### src/rtl/core/crcfv_pkg.sv
`timescale 1ns / 1ps
// ----------------------------------------------------------------------------
// crcfv_pkg
// Constants, status codes and the bytewise CRC-32 step for the frame validator.
// ----------------------------------------------------------------------------
package crcfv_pkg;

    localparam int unsigned FRAME_BYTES_DEF   = 1024;
    localparam int unsigned PAYLOAD_BYTES_DEF = 1008;
    localparam int unsigned PAYLOAD_START     = 9;
    localparam int unsigned CHANNEL_POS       = 4;
    localparam int unsigned COUNTER_FIRST     = 5;
    localparam int unsigned COUNTER_LAST      = 7;
    localparam int unsigned HEAD_SPACER_POS   = 8;

    localparam logic [31:0] CRC_POLY     = 32'hEDB8_8320;
    localparam logic [31:0] CRC_ALL_ONES = 32'hFFFF_FFFF;
    localparam logic [7:0]  SPACER_FF    = 8'hFF;
    localparam logic [7:0]  SPACER_EF    = 8'hEF;

    localparam logic [7:0]  WANTED_CHANNEL_RESET = 8'h41;

    // register index, taken from paddr[2]
    localparam logic        REG_WANTED_CHANNEL = 1'b0;

    typedef enum logic [1:0] {
        ST_GOOD       = 2'd0,
        ST_CRC_ERR    = 2'd1,
        ST_SPACER_ERR = 2'd2
    } t_frame_status;

    // reflected crc-32, one byte, lsb first
    function automatic logic [31:0] crc_byte(input logic [31:0] crc_in,
                                             input logic [7:0]  data);
        logic [31:0] crc;
        crc = crc_in ^ {24'd0, data};
        for (int i = 0; i < 8; i++) begin
            crc = crc[0] ? ((crc >> 1) ^ CRC_POLY) : (crc >> 1);
        end
        return crc;
    endfunction

endpackage

### src/rtl/core/crc32_frame_validator_top.sv
// ----------------------------------------------------------------------------
// crc32_frame_validator_top
// Takes one frame byte per cycle unless stalled: payload bytes come out as
// they arrive, and the last byte of each frame yields one verdict item (CRC
// first, then the spacers) with channel, counter and file-start flags. An
// accepted byte sits in the input register, where a bytewise CRC step and the
// verdict logic update state, and its result lands in the output register.
// The input side stalls only when the staged byte yields an item and the
// output register still holds one that is stalled. A payload byte that is
// discarded downstream is recognized by a non-good verdict at frame end.
// ----------------------------------------------------------------------------
`timescale 1ns / 1ps

module crc32_frame_validator_top
    import crcfv_pkg::*;
#(
    parameter int unsigned FRAME_BYTES   = FRAME_BYTES_DEF,
    parameter int unsigned PAYLOAD_BYTES = PAYLOAD_BYTES_DEF
) (
    input  logic        i_clk,
    input  logic        i_rst_n,

    // configuration
    input  logic        psel,
    input  logic        penable,
    input  logic        pwrite,
    input  logic [2:0]  paddr,
    input  logic [31:0] pwdata,
    output logic [31:0] prdata,
    output logic        pready,

    // input channel
    input  logic        i_in_valid,
    output logic        o_in_stall,
    input  logic [7:0]  i_data_byte,

    // output channel
    output logic        o_out_valid,
    input  logic        i_out_stall,
    output logic        o_result_kind,
    output logic [7:0]  o_payload_byte,
    output logic [1:0]  o_frame_status,
    output logic [7:0]  o_channel_id,
    output logic [23:0] o_frame_counter,
    output logic        o_channel_match,
    output logic        o_starts_new_file,
    output logic        o_previous_file_kept
);

    localparam int unsigned PW          = $clog2(FRAME_BYTES);
    localparam int unsigned LAST_POS    = FRAME_BYTES - 1;
    localparam int unsigned PAYLOAD_END = PAYLOAD_START + PAYLOAD_BYTES;
    localparam int unsigned TAIL_SPACER = FRAME_BYTES - 7;
    localparam int unsigned RXCRC_FIRST = FRAME_BYTES - 6;
    localparam int unsigned RXCRC_LAST  = FRAME_BYTES - 3;
    localparam int unsigned END_SPACER  = FRAME_BYTES - 2;

    // configuration register
    logic [7:0] r_wanted;
    logic       cfg_wr;

    assign pready = 1'b1;
    assign cfg_wr = psel && penable && pwrite && pready;

    always_ff @(posedge i_clk) begin
        if (!i_rst_n) begin
            r_wanted <= WANTED_CHANNEL_RESET;
        end else if (cfg_wr && (paddr[2] == REG_WANTED_CHANNEL)) begin
            r_wanted <= pwdata[7:0];
        end
    end

    assign prdata = (paddr[2] == REG_WANTED_CHANNEL) ? {24'd0, r_wanted} : 32'd0;

    // input register
    logic       r_in_valid;
    logic [7:0] r_in_byte;

    // frame state
    logic [PW-1:0] r_pos;
    logic [31:0]   r_crc;
    logic [7:0]    r_channel;
    logic [23:0]   r_counter;
    logic [31:0]   r_rx_crc;
    logic          r_spacers_ok;
    logic [1:0]    r_frames;

    // output register
    logic          r_out_valid;
    logic          r_kind;
    logic [7:0]    r_payload;
    t_frame_status r_status;
    logic [7:0]    r_chan_out;
    logic [23:0]   r_cnt_out;
    logic          r_match;
    logic          r_starts;
    logic          r_kept;

    // next values
    logic [PW-1:0] n_pos;
    logic [31:0]   n_crc;
    logic [7:0]    n_channel;
    logic [23:0]   n_counter;
    logic [31:0]   n_rx_crc;
    logic          n_spacers_ok;
    logic [1:0]    n_frames;
    t_frame_status n_status;
    logic          n_match;
    logic          n_starts;
    logic          n_kept;

    logic [31:0] pos32;
    logic        is_last;
    logic        is_payload;
    logic        produces;
    logic        out_free;
    logic        advance;
    logic        in_accept;

    assign pos32      = 32'(r_pos);
    assign is_last    = (pos32 >= LAST_POS);
    assign is_payload = (pos32 >= PAYLOAD_START) && (pos32 < PAYLOAD_END);
    assign produces   = is_last || is_payload;
    assign out_free   = !r_out_valid || !i_out_stall;
    assign advance    = r_in_valid && (!produces || out_free);
    assign o_in_stall = r_in_valid && !advance;
    assign in_accept  = i_in_valid && !o_in_stall;

    always_comb begin
        n_channel    = (pos32 == CHANNEL_POS) ? r_in_byte : r_channel;
        n_counter    = ((pos32 >= COUNTER_FIRST) && (pos32 <= COUNTER_LAST)) ?
                       {r_counter[15:0], r_in_byte} : r_counter;
        n_crc        = is_payload ? crc_byte(r_crc, r_in_byte) : r_crc;
        n_rx_crc     = ((pos32 >= RXCRC_FIRST) && (pos32 <= RXCRC_LAST)) ?
                       {r_rx_crc[23:0], r_in_byte} : r_rx_crc;
        n_spacers_ok = r_spacers_ok;
        if ((pos32 == HEAD_SPACER_POS) && (r_in_byte != SPACER_FF)) begin
            n_spacers_ok = 1'b0;
        end
        if ((pos32 == TAIL_SPACER) && (r_in_byte != SPACER_EF)) begin
            n_spacers_ok = 1'b0;
        end
        if ((pos32 >= END_SPACER) && (r_in_byte != SPACER_FF)) begin
            n_spacers_ok = 1'b0;
        end

        if ((n_crc ^ CRC_ALL_ONES) != n_rx_crc) begin
            n_status = ST_CRC_ERR;
        end else if (!n_spacers_ok) begin
            n_status = ST_SPACER_ERR;
        end else begin
            n_status = ST_GOOD;
        end

        n_match  = (n_channel == r_wanted);
        n_starts = 1'b0;
        n_kept   = 1'b0;
        n_frames = r_frames;
        if ((n_status == ST_GOOD) && n_match) begin
            if (n_counter == 24'd0) begin
                n_starts = 1'b1;
                n_kept   = (r_frames >= 2'd2);
                n_frames = 2'd1;
            end else if (r_frames != 2'd3) begin
                n_frames = r_frames + 2'd1;
            end
        end

        n_pos = is_last ? '0 : r_pos + 1'b1;
    end

    always_ff @(posedge i_clk) begin
        if (!i_rst_n) begin
            r_in_valid   <= 1'b0;
            r_pos        <= '0;
            r_crc        <= CRC_ALL_ONES;
            r_channel    <= 8'd0;
            r_counter    <= 24'd0;
            r_rx_crc     <= 32'd0;
            r_spacers_ok <= 1'b1;
            r_frames     <= 2'd0;
            r_out_valid  <= 1'b0;
        end else begin
            if (in_accept) begin
                r_in_valid <= 1'b1;
            end else if (advance) begin
                r_in_valid <= 1'b0;
            end

            if (advance) begin
                r_pos     <= n_pos;
                r_channel <= n_channel;
                r_counter <= n_counter;
                r_rx_crc  <= n_rx_crc;
                if (is_last) begin
                    r_crc        <= CRC_ALL_ONES;
                    r_spacers_ok <= 1'b1;
                    r_frames     <= n_frames;
                end else begin
                    r_crc        <= n_crc;
                    r_spacers_ok <= n_spacers_ok;
                end
            end

            if (advance && produces) begin
                r_out_valid <= 1'b1;
            end else if (!i_out_stall) begin
                r_out_valid <= 1'b0;
            end
        end
    end

    // payload registers, no reset
    always_ff @(posedge i_clk) begin
        if (in_accept) begin
            r_in_byte <= i_data_byte;
        end
        if (advance && produces) begin
            // the verdict wins over a payload byte at the last offset
            if (is_last) begin
                r_kind     <= 1'b1;
                r_payload  <= 8'd0;
                r_status   <= n_status;
                r_chan_out <= n_channel;
                r_cnt_out  <= n_counter;
                r_match    <= n_match;
                r_starts   <= n_starts;
                r_kept     <= n_kept;
            end else begin
                r_kind     <= 1'b0;
                r_payload  <= r_in_byte;
                r_status   <= ST_GOOD;
                r_chan_out <= 8'd0;
                r_cnt_out  <= 24'd0;
                r_match    <= 1'b0;
                r_starts   <= 1'b0;
                r_kept     <= 1'b0;
            end
        end
    end

    assign o_out_valid          = r_out_valid;
    assign o_result_kind        = r_kind;
    assign o_payload_byte       = r_payload;
    assign o_frame_status       = r_status;
    assign o_channel_id         = r_chan_out;
    assign o_frame_counter      = r_cnt_out;
    assign o_channel_match      = r_match;
    assign o_starts_new_file    = r_starts;
    assign o_previous_file_kept = r_kept;

    // checks
    a_pos_in_frame: assert property (@(posedge i_clk) disable iff (!i_rst_n)
        pos32 <= LAST_POS)
        else $error("byte position ran past frame end");

    a_frame_restart: assert property (@(posedge i_clk) disable iff (!i_rst_n)
        advance && is_last |=> (r_pos == '0) && (r_crc == CRC_ALL_ONES) && r_spacers_ok)
        else $error("frame state not restarted after verdict");

    a_start_is_good: assert property (@(posedge i_clk) disable iff (!i_rst_n)
        r_out_valid && r_starts |->
            r_kind && (r_status == ST_GOOD) && r_match && (r_cnt_out == 24'd0))
        else $error("file start on a frame that does not qualify");

    a_kept_needs_start: assert property (@(posedge i_clk) disable iff (!i_rst_n)
        r_out_valid && r_kept |-> r_starts)
        else $error("previous file kept without a new start");

    a_no_silent_drop: assert property (@(posedge i_clk) disable iff (!i_rst_n)
        r_out_valid && i_out_stall |=> r_out_valid)
        else $error("stalled item dropped");

endmodule

### config.mk
export PLATFORM = sky130hd
export DESIGN_NAME = crc32_frame_validator_top
export DESIGN_NICKNAME = d
export VERILOG_FILES = /design/src/rtl/core/crcfv_pkg.sv /design/src/rtl/core/crc32_frame_validator_top.sv
export SDC_FILE = /design/constraint.sdc
export NUM_CORES = 1
export LEC_CHECK = 0
export ABC_AREA = 1
export BUFFER_PORTS_ARGS = -buffer_cell sky130_fd_sc_hd__buf_2
export CAP_MARGIN = 20
export CORE_UTILIZATION = 30
export CTS_BUF_LIST = sky130_fd_sc_hd__clkbuf_8
export CTS_CLUSTER_SIZE = 25
export DETAILED_ROUTE_END_ITERATION = 8
export PLACE_DENSITY_LB_ADDON = 0.2
export SLEW_MARGIN = 20
export SYNTH_ARGS = -nofsm -noshare
export SYNTH_HDL_FRONTEND = slang
export SYNTH_SLANG_ARGS = --single-unit
### constraint.sdc
create_clock -name i_clk -period 4.2 [get_ports i_clk]
set_clock_uncertainty 0.15 [all_clocks]
set_input_delay 0.63 -clock i_clk [delete_from_list [all_inputs] [get_ports i_clk]]
set_output_delay 0.63 -clock i_clk [all_outputs]
set_load 0.005 [all_outputs]
# Yosys cells after proc, flatten, opt, wreduce, memory -nomap -nowiden
# Index checks and enable logic that the tools add are counted.
[op_classes]
add_sub_neg = 2
order_cmp = 9
eq_ne = 9
mux = 29
n_bitwise = 11
n_reduce_logical = 29
[ops]
columns = ["cell", "n"]
rows = [
  ["$mux 32", 11],
  ["$not 13->14", 8],
  ["$ne 32x32->1", 1],
  ["$not 32->32", 1],
  ["$xor 32x8->32", 1],
  ["$ge 10x10->1 const B", 3],
  ["$logic_not 24->1", 1],
  ["$mux 24", 1],
  ["$mux 8", 2],
  ["$ne 8x8->1 const B", 2],
  ["$logic_and 1x1->1", 14],
  ["$add 10x1->10 const B", 1],
  ["$eq 10x10->1 const B", 1],
  ["$eq 10x3->1 const B", 1],
  ["$eq 10x4->1 const B", 1],
  ["$ge 10x3->1 const B", 1],
  ["$ge 10x4->1 const B", 1],
  ["$le 10x10->1 const B", 1],
  ["$le 10x3->1 const B", 1],
  ["$lt 10x10->1 const B", 1],
  ["$mux 1", 10],
  ["$mux 10", 1],
  ["$eq 8x8->1", 1],
  ["$mux 2", 4],
  ["12 further kinds", 19],
]
[word_totals]
register_bits = 173
inputBits = 50
output_inout_bits = 81
word_cells = 108

# Logic depth before layout (Yosys ltp)
# Gate-level depths: netlist of run 1.
[depth]
word_depth = 24
mapped_depth = 24

# Worst setup path after synthesis of run 1
# No wires, ideal clock.
[synth_path]
kind = "register to register"
startpoint = "reg r_pos[1]"
endpoint = "reg r_chan_out[0] (netlist: o_channel_id[0]) (enable)"
setup_time_ns = 0.400
arrival_time_ns = 2.916
t_required_ns = 3.650
slack_ns = 0.734
path_stages_with_launch = 17
cell_sequence = "dfxtp_1 -> inv_1 -> ha_1 -> inv_1 -> nand2_1 -> nand2_1 -> nand3b_1 -> nand2_2 -> buf_4 -> nand2_1 -> nand3_1 -> nand2_2 -> inv_2 -> buf_2 -> buf_2 -> nand2_1 -> inv_1"
[synth_via]
elab_chain_len = 7
word_cells_on_any_way = 9
[synth_rtl]
columns = ["item", "line", "source"]
rows = [
  ["from (decl)", "crc32_frame_validator_top.sv:80", "logic [PW-1:0] r_pos;"],
  ["from (signal assigned)", "crc32_frame_validator_top.sv:191", "r_pos <= n_pos;"],
  ["$ge 10x4->1 or $lt 10x10->1 (tied branches)", "crc32_frame_validator_top.sv:122", "assign is_payload = (pos32 >= PAYLOAD_START) && (pos32 < PAYLOAD_END);"],
  ["$logic_and 1x1->1", "crc32_frame_validator_top.sv:122", ""],
  ["$logic_or 1x1->1 *", "crc32_frame_validator_top.sv:123", "assign produces = is_last || is_payload;"],
  ["$logic_not 1->1", "crc32_frame_validator_top.sv:125", "assign advance = r_in_valid && (!produces || out_free);"],
  ["$logic_or 1x1->1", "crc32_frame_validator_top.sv:125", ""],
  ["$logic_and 1x1->1", "crc32_frame_validator_top.sv:125", ""],
  ["$logic_and 1x1->1 *", "crc32_frame_validator_top.sv:218", "if (advance && produces) begin"],
  ["to (signal assigned)", "crc32_frame_validator_top.sv:224", "r_chan_out <= n_channel;"],
  ["to (decl)", "crc32_frame_validator_top.sv:93", "logic [7:0] r_chan_out;"],
]
# Every way passes the cells marked *; elsewhere a longest branch is shown, timed or not.
# A chain may end at the register's enable or synchronous reset.

# Final worst setup path of run 1
[layout_path]
startpoint = "reg r_in_byte[7]"
endpoint = "reg r_kept (netlist: o_previous_file_kept), data pin"
[layout_via]
elab_chain_len = 17
word_cells_on_any_way = 31
[layout_rtl]
columns = ["item", "line", "source"]
rows = [
  ["from (decl)", "crc32_frame_validator_top.sv:77", "logic [7:0] r_in_byte;"],
  ["from (signal assigned)", "crc32_frame_validator_top.sv:216", "r_in_byte <= i_data_byte;"],
  ["$xor 32x8->32", "crcfv_pkg.sv:36", "crc = crc_in ^ {24'd0, data};"],
  ["$mux 32", "crcfv_pkg.sv:38", "crc = crc[0] ? ((crc >> 1) ^ CRC_POLY) : (crc >> 1);"],
  ["$not 13->14 (no line)", "--", ""],
  ["$mux 32 (7 in a row)", "crcfv_pkg.sv:38", ""],
  ["$mux 32", "crc32_frame_validator_top.sv:133", "n_crc = is_payload ? crc_byte(r_crc, r_in_byte) : r_crc;"],
  ["$not 32->32 (no line)", "--", ""],
  ["$ne 32x32->1", "crc32_frame_validator_top.sv:147", "if ((n_crc ^ CRC_ALL_ONES) != n_rx_crc) begin"],
  ["$mux 2", "crc32_frame_validator_top.sv:147", ""],
  ["$logic_not 2->1", "crc32_frame_validator_top.sv:159", "if ((n_status == ST_GOOD) && n_match) begin"],
  ["$logic_and 1x1->1", "crc32_frame_validator_top.sv:159", ""],
  ["$reduce_and 3->1 (no line) *", "--", ""],
  ["to (signal assigned)", "crc32_frame_validator_top.sv:228", "r_kept <= n_kept;"],
  ["to (decl)", "crc32_frame_validator_top.sv:97", "logic r_kept;"],
]
# Marks and branches as above.

==> results.yml, run 1 <==
critical_path:
  cp_top_family: "simple AND/OR/NAND/NOR gates"
  required_ns: 4.40
  rr_endpoint: "o_previous_file_kept$_SDFFCE_PN0P_"
  criticalPathCategory: "reg -> reg"
  slowest_delay_ns: 0.47
  cp-start-kind: "flip-flop"
  reg2reg_slack_ns: 0.62
  crit_chain: "inv_2 -> nand2_1 -> nand2_1 -> nand2_1 -> nand2_1 -> nand2_1 -> nand2_2 -> nand2_1 -> nand3_1 -> nand2_1 -> nor2_1 -> nand2_1 -> nor2_1 -> nand2_1 -> nor2_1 -> nand2_1 -> nor2_4 -> nand2_1 -> nor2_2 -> o21a_1"
  path_buf_inv: 1
  crit_path_end_kind: "flip-flop"
  cpMostUsedCell: "nand2_1"
  critPathArrivalTime_ns: 3.79
  cp.depth: 20
  r2r_start: "r_in_byte[7]$_DFFE_PP_"
  crit_path_top_delay_cell: "edfxtp_1"
  worstPathMaxFanout: 9
  crit_path_end: "o_previous_file_kept$_SDFFCE_PN0P_"
  crit_path_start: "r_in_byte[7]$_DFFE_PP_"
  r2r_cells: 20
clock_tree:
  numCtsBuffers: 17
  tritoncts: "yes"
  cts_hold_buf: 0
  cts_resized: 0
  cts.reportedPaths.clkPinSlew_ns: 0.10
  cts.sinks: 173
  htree_num_levels: 4
  clk_path_buf_depth: 2
  postCtsSetupRepairBufs: 0
  insertion_delay_ns: 0.48
  root_buffer: "clkbuf_8"
die:
  coreArea_um2: 32800
  die_y_um: 185
  die_w_um: 185
  die_area_um2: 34200
  row_count: 66
  io_pins: 131
  initial_core_util_pct: 30.7
global_route:
  grtUsageTotal_pct: 17.6
  grt_antenna_before_repair: 0
  grt_max_degree: 149
  grt_overflow: 0
  grt_pass1_wl_mm: 45.9
  grt_pass1_vias: 8227
synthesis:
  synth_fa_ha_area_share_pct: 0.872
  yosys.cell_types.count: 46
  synth_edf_count: 54
  yosys.area_share.simple_pct: 32.0
  synth_common_cells: "nand2_1 (458), inv_1 (131), nor2_1 (124)"
  synth_xor_area_share_pct: 1.66
  avgSynthCellArea_um2: 6.90
  yosysTopAreaCellShare_pct: 23.7
  synth_area_leader_cell: "dfxtp_1"
  ys_top_cells_by_area: "dfxtp_1 (24%), nand2_1 (17%), edfxtp_1 (16%), nand3_1 (6.0%), inv_1 (4.9%)"
  synth_compound_area_share_pct: 14.4
  muxShareOfSynthArea_pct: 0
  yosysSeqAreaShare_pct: 39.8
  synthArstFlopShare_pct: 0
  syn_area_um2: 10000
  ys_ff_latch: 173
  synth_top_family_by_area: "simple AND/OR/NAND/NOR gates"
  yosysMostFrequentCell: "nand2_1"
  syn_inst: 1457
  ys.warnings.count: 0
  synth-main-ff-cell: "dfxtp_1"
detailed_routing:
  drc_errors: 0
  num_vias: 9312
  drtIter0Drc: 638
  wl_met2_mm: 13.9
  viasPerCell: 4.74
  routed.top_layer: "met4"
  routed_wl_mm: 29.5
  wl_met3_mm: 1.28
  dr.pass1.iters: 5
  wire_per_inst_um: 15.0
  final_antenna_net_count: 0
  wl_met1_mm: 13.9
pwr:
  powerDensity_nw_per_um2: 330
  p_int_w: 0.00246
  combPwrFrac_pct: 18.5
  vdd_drop_max_mv: 0.183
  switching_power_w: 0.00119
  p_leak_nw: 4.99
  p_sw_share_pct: 32.6
  seq_power_share_pct: 50.2
  clkPwrFrac_pct: 31.3
run_status:
  outcome: "completed"
sta:
  rsz0062_at_grt: "false"
  setup_viol: 0
  slew_viol_final: 0
  setup_tns_ns: 0
  final.period_utilization_pct: 85.3
  tightest_slew_ns: 0.833
  max_slew_margin_pct: 44.3
  period_needed_ns: 3.58
  fmax_ghz: 0.279
  final_hold_viol_count: 0
final_layout:
  drive_above_1_share_pct: 12.6
  fin_util_pct: 33.7
  nets: 1565
  seq_area_um2: 4000
  fill_cells: 3617
  multiInputGateArea_um2: 5010
  syn_to_final_growth_pct: 10.1
placement:
  gp_congestion: 0.888
  portBuffers: 79
  dpl.hpwl_mm: 20.7
job:
  drv_cap: 0
min_path:
  hold_class: "in -> reg"
  worstHoldPathCells: 1
[how the worst min path moves through the flow]
stage / from / to / slack (ns)
after floorplan: r_counter[18]$_SDFFE_PN0P_ / r_counter[18]$_SDFFE_PN0P_ / 0.28
after global placement: r_channel[5]$_SDFFE_PN0P_ / r_channel[5]$_SDFFE_PN0P_ / 0.29
after detailed placement: r_counter[18]$_SDFFE_PN0P_ / r_counter[18]$_SDFFE_PN0P_ / 0.30
after CTS: i_data_byte[2] / r_in_byte[2]$_DFFE_PP_ / 0.15
after global routing: i_data_byte[5] / r_in_byte[5]$_DFFE_PP_ / 0.15
final: i_data_byte[6] / r_in_byte[6]$_DFFE_PP_ / 0.18
[metal layers]
layer | vias to the layer above | global-route usage [%]
met5 | - | 0
met4 | 0 | 5.19
met3 | 33 | 2.38
met2 | 222 | 29.1
met1 | 4273 | 23.8
li1 | 4784 | -
[kinds of logic after synthesis]
family,Yosys count
buf+inv,241
fa+ha+maj,7
compound gates,256
other cells,2
simple gates,759
flops,173
xor+xnor,19
[through the flow]
stage                     instance area, µm²  total power (W)  worst slack [ns]  hold slack [ns]  cells
after floorplan                        10100          0.00236             0.734            0.279   1480
after global placement                 10700          0.00253             0.645            0.290   1931
after detailed placement               10700          0.00254             0.620            0.299   1931
after CTS                              11100          0.00368             0.598            0.151   1963
after global routing                   11100          0.00385             0.343            0.148   1963
final                                  11100          0.00365             0.616            0.177   1964
[registers in the layout, summed over array words and instances (netlist names)]
signal,cells
r_crc,32
r_rx_crc,32
o_frame_counter,24
r_counter,24
r_pos,10
o_channel_id,8
o_payload_byte,8
r_channel,8
r_in_byte,8
r_wanted,8
o_frame_status,2
r_frames,2
o_channel_match,1
o_out_valid,1
o_previous_file_kept,1
o_result_kind,1
o_starts_new_file,1
r_in_valid,1
r_spacers_ok,1
[power by group through the flow]
stage	clock network [W]	registers, W	logic, W
after CTS	0.00118	0.00183	0.000671
after detailed placement	0	0.00187	0.000668
after global placement	0	0.00187	0.000661
final	0.00114	0.00183	0.000675
after floorplan	0	0.00186	0.000509
after global routing	0.00125	0.00184	0.000763
[layout make-up]
cell class | count | share of cell area, %
clock inverters | 15 | 1.13
inverters | 154 | 5.27
flip-flops and latches | 173 | 36.2
well taps | 442 | 5.00
diodes | 1 | 0.0226
multi-input cells | 1066 | 45.3
repair buffers | 96 | 4.95
clock buffers | 17 | 2.11
[layout by cell type, fill, tap and decap left out, types with 13 or more instances in the layout]
cell,instances
buf_4,15
nand3_1,121
o211ai_1,24
a21oi_1,95
nand2_2,13
edfxtp_1,54
inv_2,22
nand2_1,458
buf_2,79
xor2_1,17
dfxtp_1,119
clkbuf_8,17
nor2_1,123
inv_1,132
conb_1,25
o21ai_0,90
Note: power is estimated with default switching activity, not from simulation.
==> inputs of run 2 (changes only) <==
--- a/config.mk
+++ b/config.mk
@@ -8,8 +8,11 @@
 export ABC_AREA = 1
 export BUFFER_PORTS_ARGS = -buffer_cell sky130_fd_sc_hd__buf_2
 export CAP_MARGIN = 20
+export CELL_PAD_IN_SITES_DETAIL_PLACEMENT = 1
+export CELL_PAD_IN_SITES_GLOBAL_PLACEMENT = 1
 export CORE_UTILIZATION = 30
 export CTS_BUF_LIST = sky130_fd_sc_hd__clkbuf_8
+export CTS_CLUSTER_DIAMETER = 120
 export CTS_CLUSTER_SIZE = 25
 export DETAILED_ROUTE_END_ITERATION = 8
 export PLACE_DENSITY_LB_ADDON = 0.2
==> run 2 against run 1 <==
Register-to-register slack worse by 0.11 ns. Sequential power about the same. Flip-flop and latch count unchanged. Via count up 2.8%. Setup slack worse by 0.11 ns. Combinational power up 5.8%. Wire length up 15%. Hold slack worse by 0.039 ns. Maximum frequency down 2.9%. Clock power up 9%.
==> results.yml, run 2 (synthesis results as in run 1) <==
run_status:
  outcome: "completed"
critical_path:
  crit_path_end: "o_frame_status[0]$_SDFFCE_PP0P_"
  path_buf_inv: 5
  reg2reg_slack_ns: 0.51
  r2r_cells: 14
  cp.depth: 14
  cpMostUsedCell: "nand2_1"
  slowest_delay_ns: 0.47
  cp-start-kind: "flip-flop"
  cp_top_family: "simple AND/OR/NAND/NOR gates"
  rr_endpoint: "o_frame_status[0]$_SDFFCE_PP0P_"
  crit_path_end_kind: "flip-flop"
  criticalPathCategory: "reg -> reg"
  crit_path_top_delay_cell: "dfxtp_1"
  required_ns: 4.19
  worstPathMaxFanout: 50
  crit_chain: "inv_1 -> ha_1 -> inv_1 -> nand2_1 -> nand2_1 -> nand3b_1 -> nand2_2 -> nand2_1 -> nand3_1 -> nand2_2 -> inv_4 -> nand2_1 -> clkinv_1 -> buf_4"
  r2r_start: "r_pos[1]$_SDFFE_PN0P_"
  critPathArrivalTime_ns: 3.68
  crit_path_start: "r_pos[1]$_SDFFE_PN0P_"
sta:
  max_slew_margin_pct: 43.6
  fmax_ghz: 0.271
  final.period_utilization_pct: 87.9
  setup_tns_ns: 0
  slew_viol_final: 0
  setup_viol: 0
  tightest_slew_ns: 0.843
  period_needed_ns: 3.69
  rsz0062_at_grt: "false"
  final_hold_viol_count: 0
clock_tree:
  insertion_delay_ns: 0.51
  cts.reportedPaths.clkPinSlew_ns: 0.11
  clk_path_buf_depth: 2
  htree_num_levels: 4
  tritoncts: "yes"
  cts_resized: 0
  cts.sinks: 173
  numCtsBuffers: 17
  root_buffer: "clkbuf_8"
  cts_hold_buf: 0
  postCtsSetupRepairBufs: 0
detailed_routing:
  drc_errors: 0
  drtIter0Drc: 536
  wire_per_inst_um: 17.1
  viasPerCell: 4.84
  num_vias: 9571
  dr.pass1.iters: 5
  final_antenna_net_count: 0
  routed_wl_mm: 33.9
pwr:
  vdd_drop_max_mv: 0.219
  p_leak_nw: 5.08
  total_power_w: 0.00379
  powerDensity_nw_per_um2: 339
final_layout:
  fill_cells: 4201
  largestRegisters: "r_crc (32), r_rx_crc (32)"
  syn_to_final_growth_pct: 11.4
  nets: 1578
  seq_area_um2: 4000
  final_cell_mix: "nand2_1 (458), inv_1 (132), nor2_1 (123), nand3_1 (121), dfxtp_1 (119)"
  drive_above_1_share_pct: 13.4
  final_common_cell: "nand2_1"
  multiInputGateArea_um2: 5010
global_route:
  gr-usage-met2_pct: 33.1
  grtUsageTotal_pct: 20.5
  grt.busiest_layer: "met2"
  use_met1_pct: 28.2
  grt_overflow: 0
  grt_pass1_vias: 9418
  use_met3_pct: 2.83
  grt_antenna_before_repair: 0
  grt_max_degree: 52
  grt_pass1_wl_mm: 53.0
placement:
  dpl.hpwl_mm: 24.8
  gp_congestion: 0.840
  portBuffers: 79
die:
  io_pins: 131
  initial_core_util_pct: 30.7
  row_count: 66
  die_y_um: 185
  die_area_um2: 34200
  die_w_um: 185
  coreArea_um2: 32800
job:
  drv_cap: 0
min_path:
  hold_class: "in -> reg"
-- run 2: metal layers --
layer | vias to the layer above | wire, µm
li1 | 4811 | -
met1 | 4564 | 16500
met2 | 159 | 15400
met3 | 37 | 1210
met4 | 0 | 659
met5 | - | 0
-- run 2: worst min-delay path by stage --
stage | cells after the start | startpoint | end | slack (ns)
floorplan | 2 | r_counter[18]$_SDFFE_PN0P_ | r_counter[18]$_SDFFE_PN0P_ | 0.28
global placement | 2 | r_counter[18]$_SDFFE_PN0P_ | r_counter[18]$_SDFFE_PN0P_ | 0.29
detailed placement | 2 | r_counter[18]$_SDFFE_PN0P_ | r_counter[18]$_SDFFE_PN0P_ | 0.30
CTS | 1 | i_data_byte[7] | r_in_byte[7]$_DFFE_PP_ | 0.10
global route | 1 | i_data_byte[7] | r_in_byte[7]$_DFFE_PP_ | 0.11
finish | 1 | i_data_byte[2] | r_in_byte[2]$_DFFE_PP_ | 0.14
-- run 2: layout make-up --
type	count	share of cell area, %
clock inverter	15	1.43
inverter	154	5.21
antenna	1	0.0223
multi-input combinational	1066	44.8
sequential	173	35.8
clock buffer	17	2.09
timing repair buffer	109	5.77
tap	442	4.94
-- run 2: per-stage QoR --
step	hold WS (ns)	utilization [%]	setup slack [ns]	area (µm²)	cells
after floorplan	0.279	-	0.734	10100	1480
after global placement	0.290	32.9	0.561	10800	1944
after detailed placement	0.295	32.9	0.498	10800	1944
after CTS	0.101	34.1	0.473	11200	1976
after global routing	0.107	34.1	0.174	11200	1976
final	0.139	34.2	0.509	11200	1977
-- run 2: where the power goes --
group	internal (W)	switching, W	leakage [nW]
sequential	0.00178	0.0000560	1.42
clock	0.000538	0.000703	0.208
combinational	0.000225	0.000489	3.45
==> inputs of run 3 (changes only) <==
--- a/config.mk
+++ b/config.mk
@@ -10,6 +10,7 @@
 export CAP_MARGIN = 20
 export CELL_PAD_IN_SITES_DETAIL_PLACEMENT = 1
 export CELL_PAD_IN_SITES_GLOBAL_PLACEMENT = 1
+export CORE_ASPECT_RATIO = 0.8
 export CORE_UTILIZATION = 30
 export CTS_BUF_LIST = sky130_fd_sc_hd__clkbuf_8
 export CTS_CLUSTER_DIAMETER = 120
==> run 3 against run 2 <==
Wire length grew 3.8%. Die area is essentially flat. Critical path depth grew 5. Critical path type unchanged. Critical endpoint is now r_pos[9]$_SDFFE_PN0P_. Largest cell class unchanged.
==> results.yml, run 3 (synthesis results as in run 1) <==
clock_tree:
  root_buffer: "clkbuf_8"
  cts_hold_buf: 0
  cts_resized: 0
  htree_num_levels: 4
  clk_path_buf_depth: 2
  cts.sinks: 173
  numCtsBuffers: 17
  tritoncts: "yes"
  cts.reportedPaths.clkPinSlew_ns: 0.11
  postCtsSetupRepairBufs: 0
  insertion_delay_ns: 0.50
sta:
  period_needed_ns: 3.75
  rsz0062_at_grt: "false"
  final_hold_viol_count: 0
  tightest_slew_ns: 0.761
  setup_viol: 0
  slew_viol_final: 0
  final.period_utilization_pct: 89.3
  max_slew_margin_pct: 49.2
  fmax_ghz: 0.266
  setup_tns_ns: 0
global_route:
  use_met3_pct: 4.07
  gr-usage-met2_pct: 32.5
  grt_antenna_before_repair: 0
  grt_pass1_wl_mm: 54.7
  grt_overflow: 0
  grt_max_degree: 149
  grt_pass1_vias: 9461
  use_met1_pct: 30.6
  grtUsageTotal_pct: 21.1
  grt.busiest_layer: "met2"
die:
  io_pins: 131
  initial_core_util_pct: 30.7
  die_w_um: 207
  die_y_um: 166
  coreArea_um2: 32800
  die_area_um2: 34200
  row_count: 59
final_layout:
  nets: 1584
  final_cell_mix: "nand2_1 (458), inv_1 (131), nor2_1 (123), nand3_1 (121), dfxtp_1 (119)"
  largestRegisters: "r_crc (32), r_rx_crc (32)"
  num_antenna_cells: 0
  finalInstanceArea_um2: 11200
  syn_to_final_growth_pct: 11.5
  final_common_cell: "nand2_1"
  drive_above_1_share_pct: 13.8
pwr:
  powerDensity_nw_per_um2: 336
  combPwrFrac_pct: 19.1
  p_leak_nw: 5.10
  vdd_drop_max_mv: 0.155
  seq_power_share_pct: 48.7
  switching_power_w: 0.00127
  p_sw_share_pct: 33.6
  p_int_w: 0.00250
  clkPwrFrac_pct: 32.2
placement:
  portBuffers: 79
  placed_cell_area_um2: 10800
  dpl.hpwl_mm: 25.7
  gp_congestion: 0.834
detailed_routing:
  drtIter0Drc: 678
  final_antenna_net_count: 0
  drc_errors: 0
  wire_per_inst_um: 17.9
  routed_wl_mm: 35.1
  num_vias: 9694
  viasPerCell: 4.93
  dr.pass1.iters: 5
critical_path:
  slowest_delay_ns: 0.50
  r2r_cells: 19
  crit_path_top_delay_cell: "dfxtp_1"
  crit_path_start: "r_pos[1]$_SDFFE_PN0P_"
  cpMostUsedCell: "nand2_1"
  cp-start-kind: "flip-flop"
  critPathArrivalTime_ns: 3.99
  crit_path_end: "r_pos[9]$_SDFFE_PN0P_"
  required_ns: 4.44
  crit_chain: "inv_1 -> ha_1 -> inv_1 -> nand2_1 -> nand2_1 -> nand3b_1 -> nand2_2 -> buf_4 -> nand2_1 -> nand3_1 -> nand2_2 -> nor2_1 -> nand4_1 -> nor2_1 -> inv_1 -> nor2_1 -> nand2_1 -> o21ai_1 -> a21oi_1"
  reg2reg_slack_ns: 0.45
  crit_path_end_kind: "flip-flop"
  r2r_start: "r_pos[1]$_SDFFE_PN0P_"
  criticalPathCategory: "reg -> reg"
  worstPathMaxFanout: 17
  rr_endpoint: "r_pos[9]$_SDFFE_PN0P_"
run_status:
  outcome: "completed"
min_path:
  min-delay-start: "i_data_byte[2]"
  hold_class: "in -> reg"
job:
  drv_cap: 0
## run 3: cell count changes in the layout (fill, tap and decap cells not counted)
| cell | previous run | this run |
|---|---|---|
| buf_4 | 28 | 34 |
| bufinv_16 | 2 | 1 |
| clkbuf_8 | 17 | 18 |
| clkinv_1 | 1 | 0 |
| clkinv_2 | 2 | 3 |
| clkinv_4 | 2 | 1 |
| diode_2 | 1 | 0 |
| inv_1 | 132 | 131 |
| inv_2 | 21 | 22 |
| inv_6 | 4 | 5 |
## run 3: area by class of cell
class	instances	area [µm²]
clock buffer	18	248
clock inverter	14	131
fill	4208	21600
inverter	154	583
multi-input combinational	1066	5010
sequential	173	4000
tap	427	534
timing repair buffer	115	691
## run 3: stage by stage
stage / std cells / setup slack (ns) / power (W) / util [%] / hold WS (ns)
4_1_cts: 1967 / 0.441 / 0.00381 / 34.2 / 0.112
3_5_place_dp: 1935 / 0.456 / 0.00259 / 33.0 / 0.304
2_1_floorplan: 1480 / 0.734 / 0.00236 / - / 0.279
3_3_place_gp: 1935 / 0.523 / 0.00257 / 33.0 / 0.293
6_report: 1967 / 0.447 / 0.00377 / 34.2 / 0.151
5_1_grt: 1967 / 0.113 / 0.00398 / 34.2 / 0.111
## run 3: critical path: cells and delay by family (launching register included)
| family | cells | cell delay (ns) |
|---|---|---|
| simple gates | 12 | 1.97 |
| flops | 1 | 0.50 |
| buf+inv | 4 | 0.59 |
| compound gates | 2 | 0.18 |
| fa+ha+maj | 1 | 0.24 |
## run 3: how the worst min path moves through the flow
stage | endpoint | slack (ns) | depth (start not counted)
finish | r_in_byte[2]$_DFFE_PP_ | 0.15 | 1
global route | r_in_byte[0]$_DFFE_PP_ | 0.11 | 1
CTS | r_in_byte[5]$_DFFE_PP_ | 0.11 | 1
detailed placement | r_counter[18]$_SDFFE_PN0P_ | 0.30 | 2
global placement | r_counter[18]$_SDFFE_PN0P_ | 0.29 | 2
floorplan | r_counter[18]$_SDFFE_PN0P_ | 0.28 | 2
## run 3: per-layer routing
metal,vias up,part of all wire [%]
li1,4811,-
met1,4727,51
met2,141,44
met3,15,4.2
met4,0,0.54
met5,-,0
## run 3: power by group through the flow
stage | Combinational (W) | Clock (W) | Sequential, W
after detailed placement | 0.000716 | 0 | 0.00187
after global routing | 0.000816 | 0.00132 | 0.00185
after floorplan | 0.000509 | 0 | 0.00186
after global placement | 0.000700 | 0 | 0.00187
after CTS | 0.000720 | 0.00126 | 0.00184
final | 0.000720 | 0.00121 | 0.00184
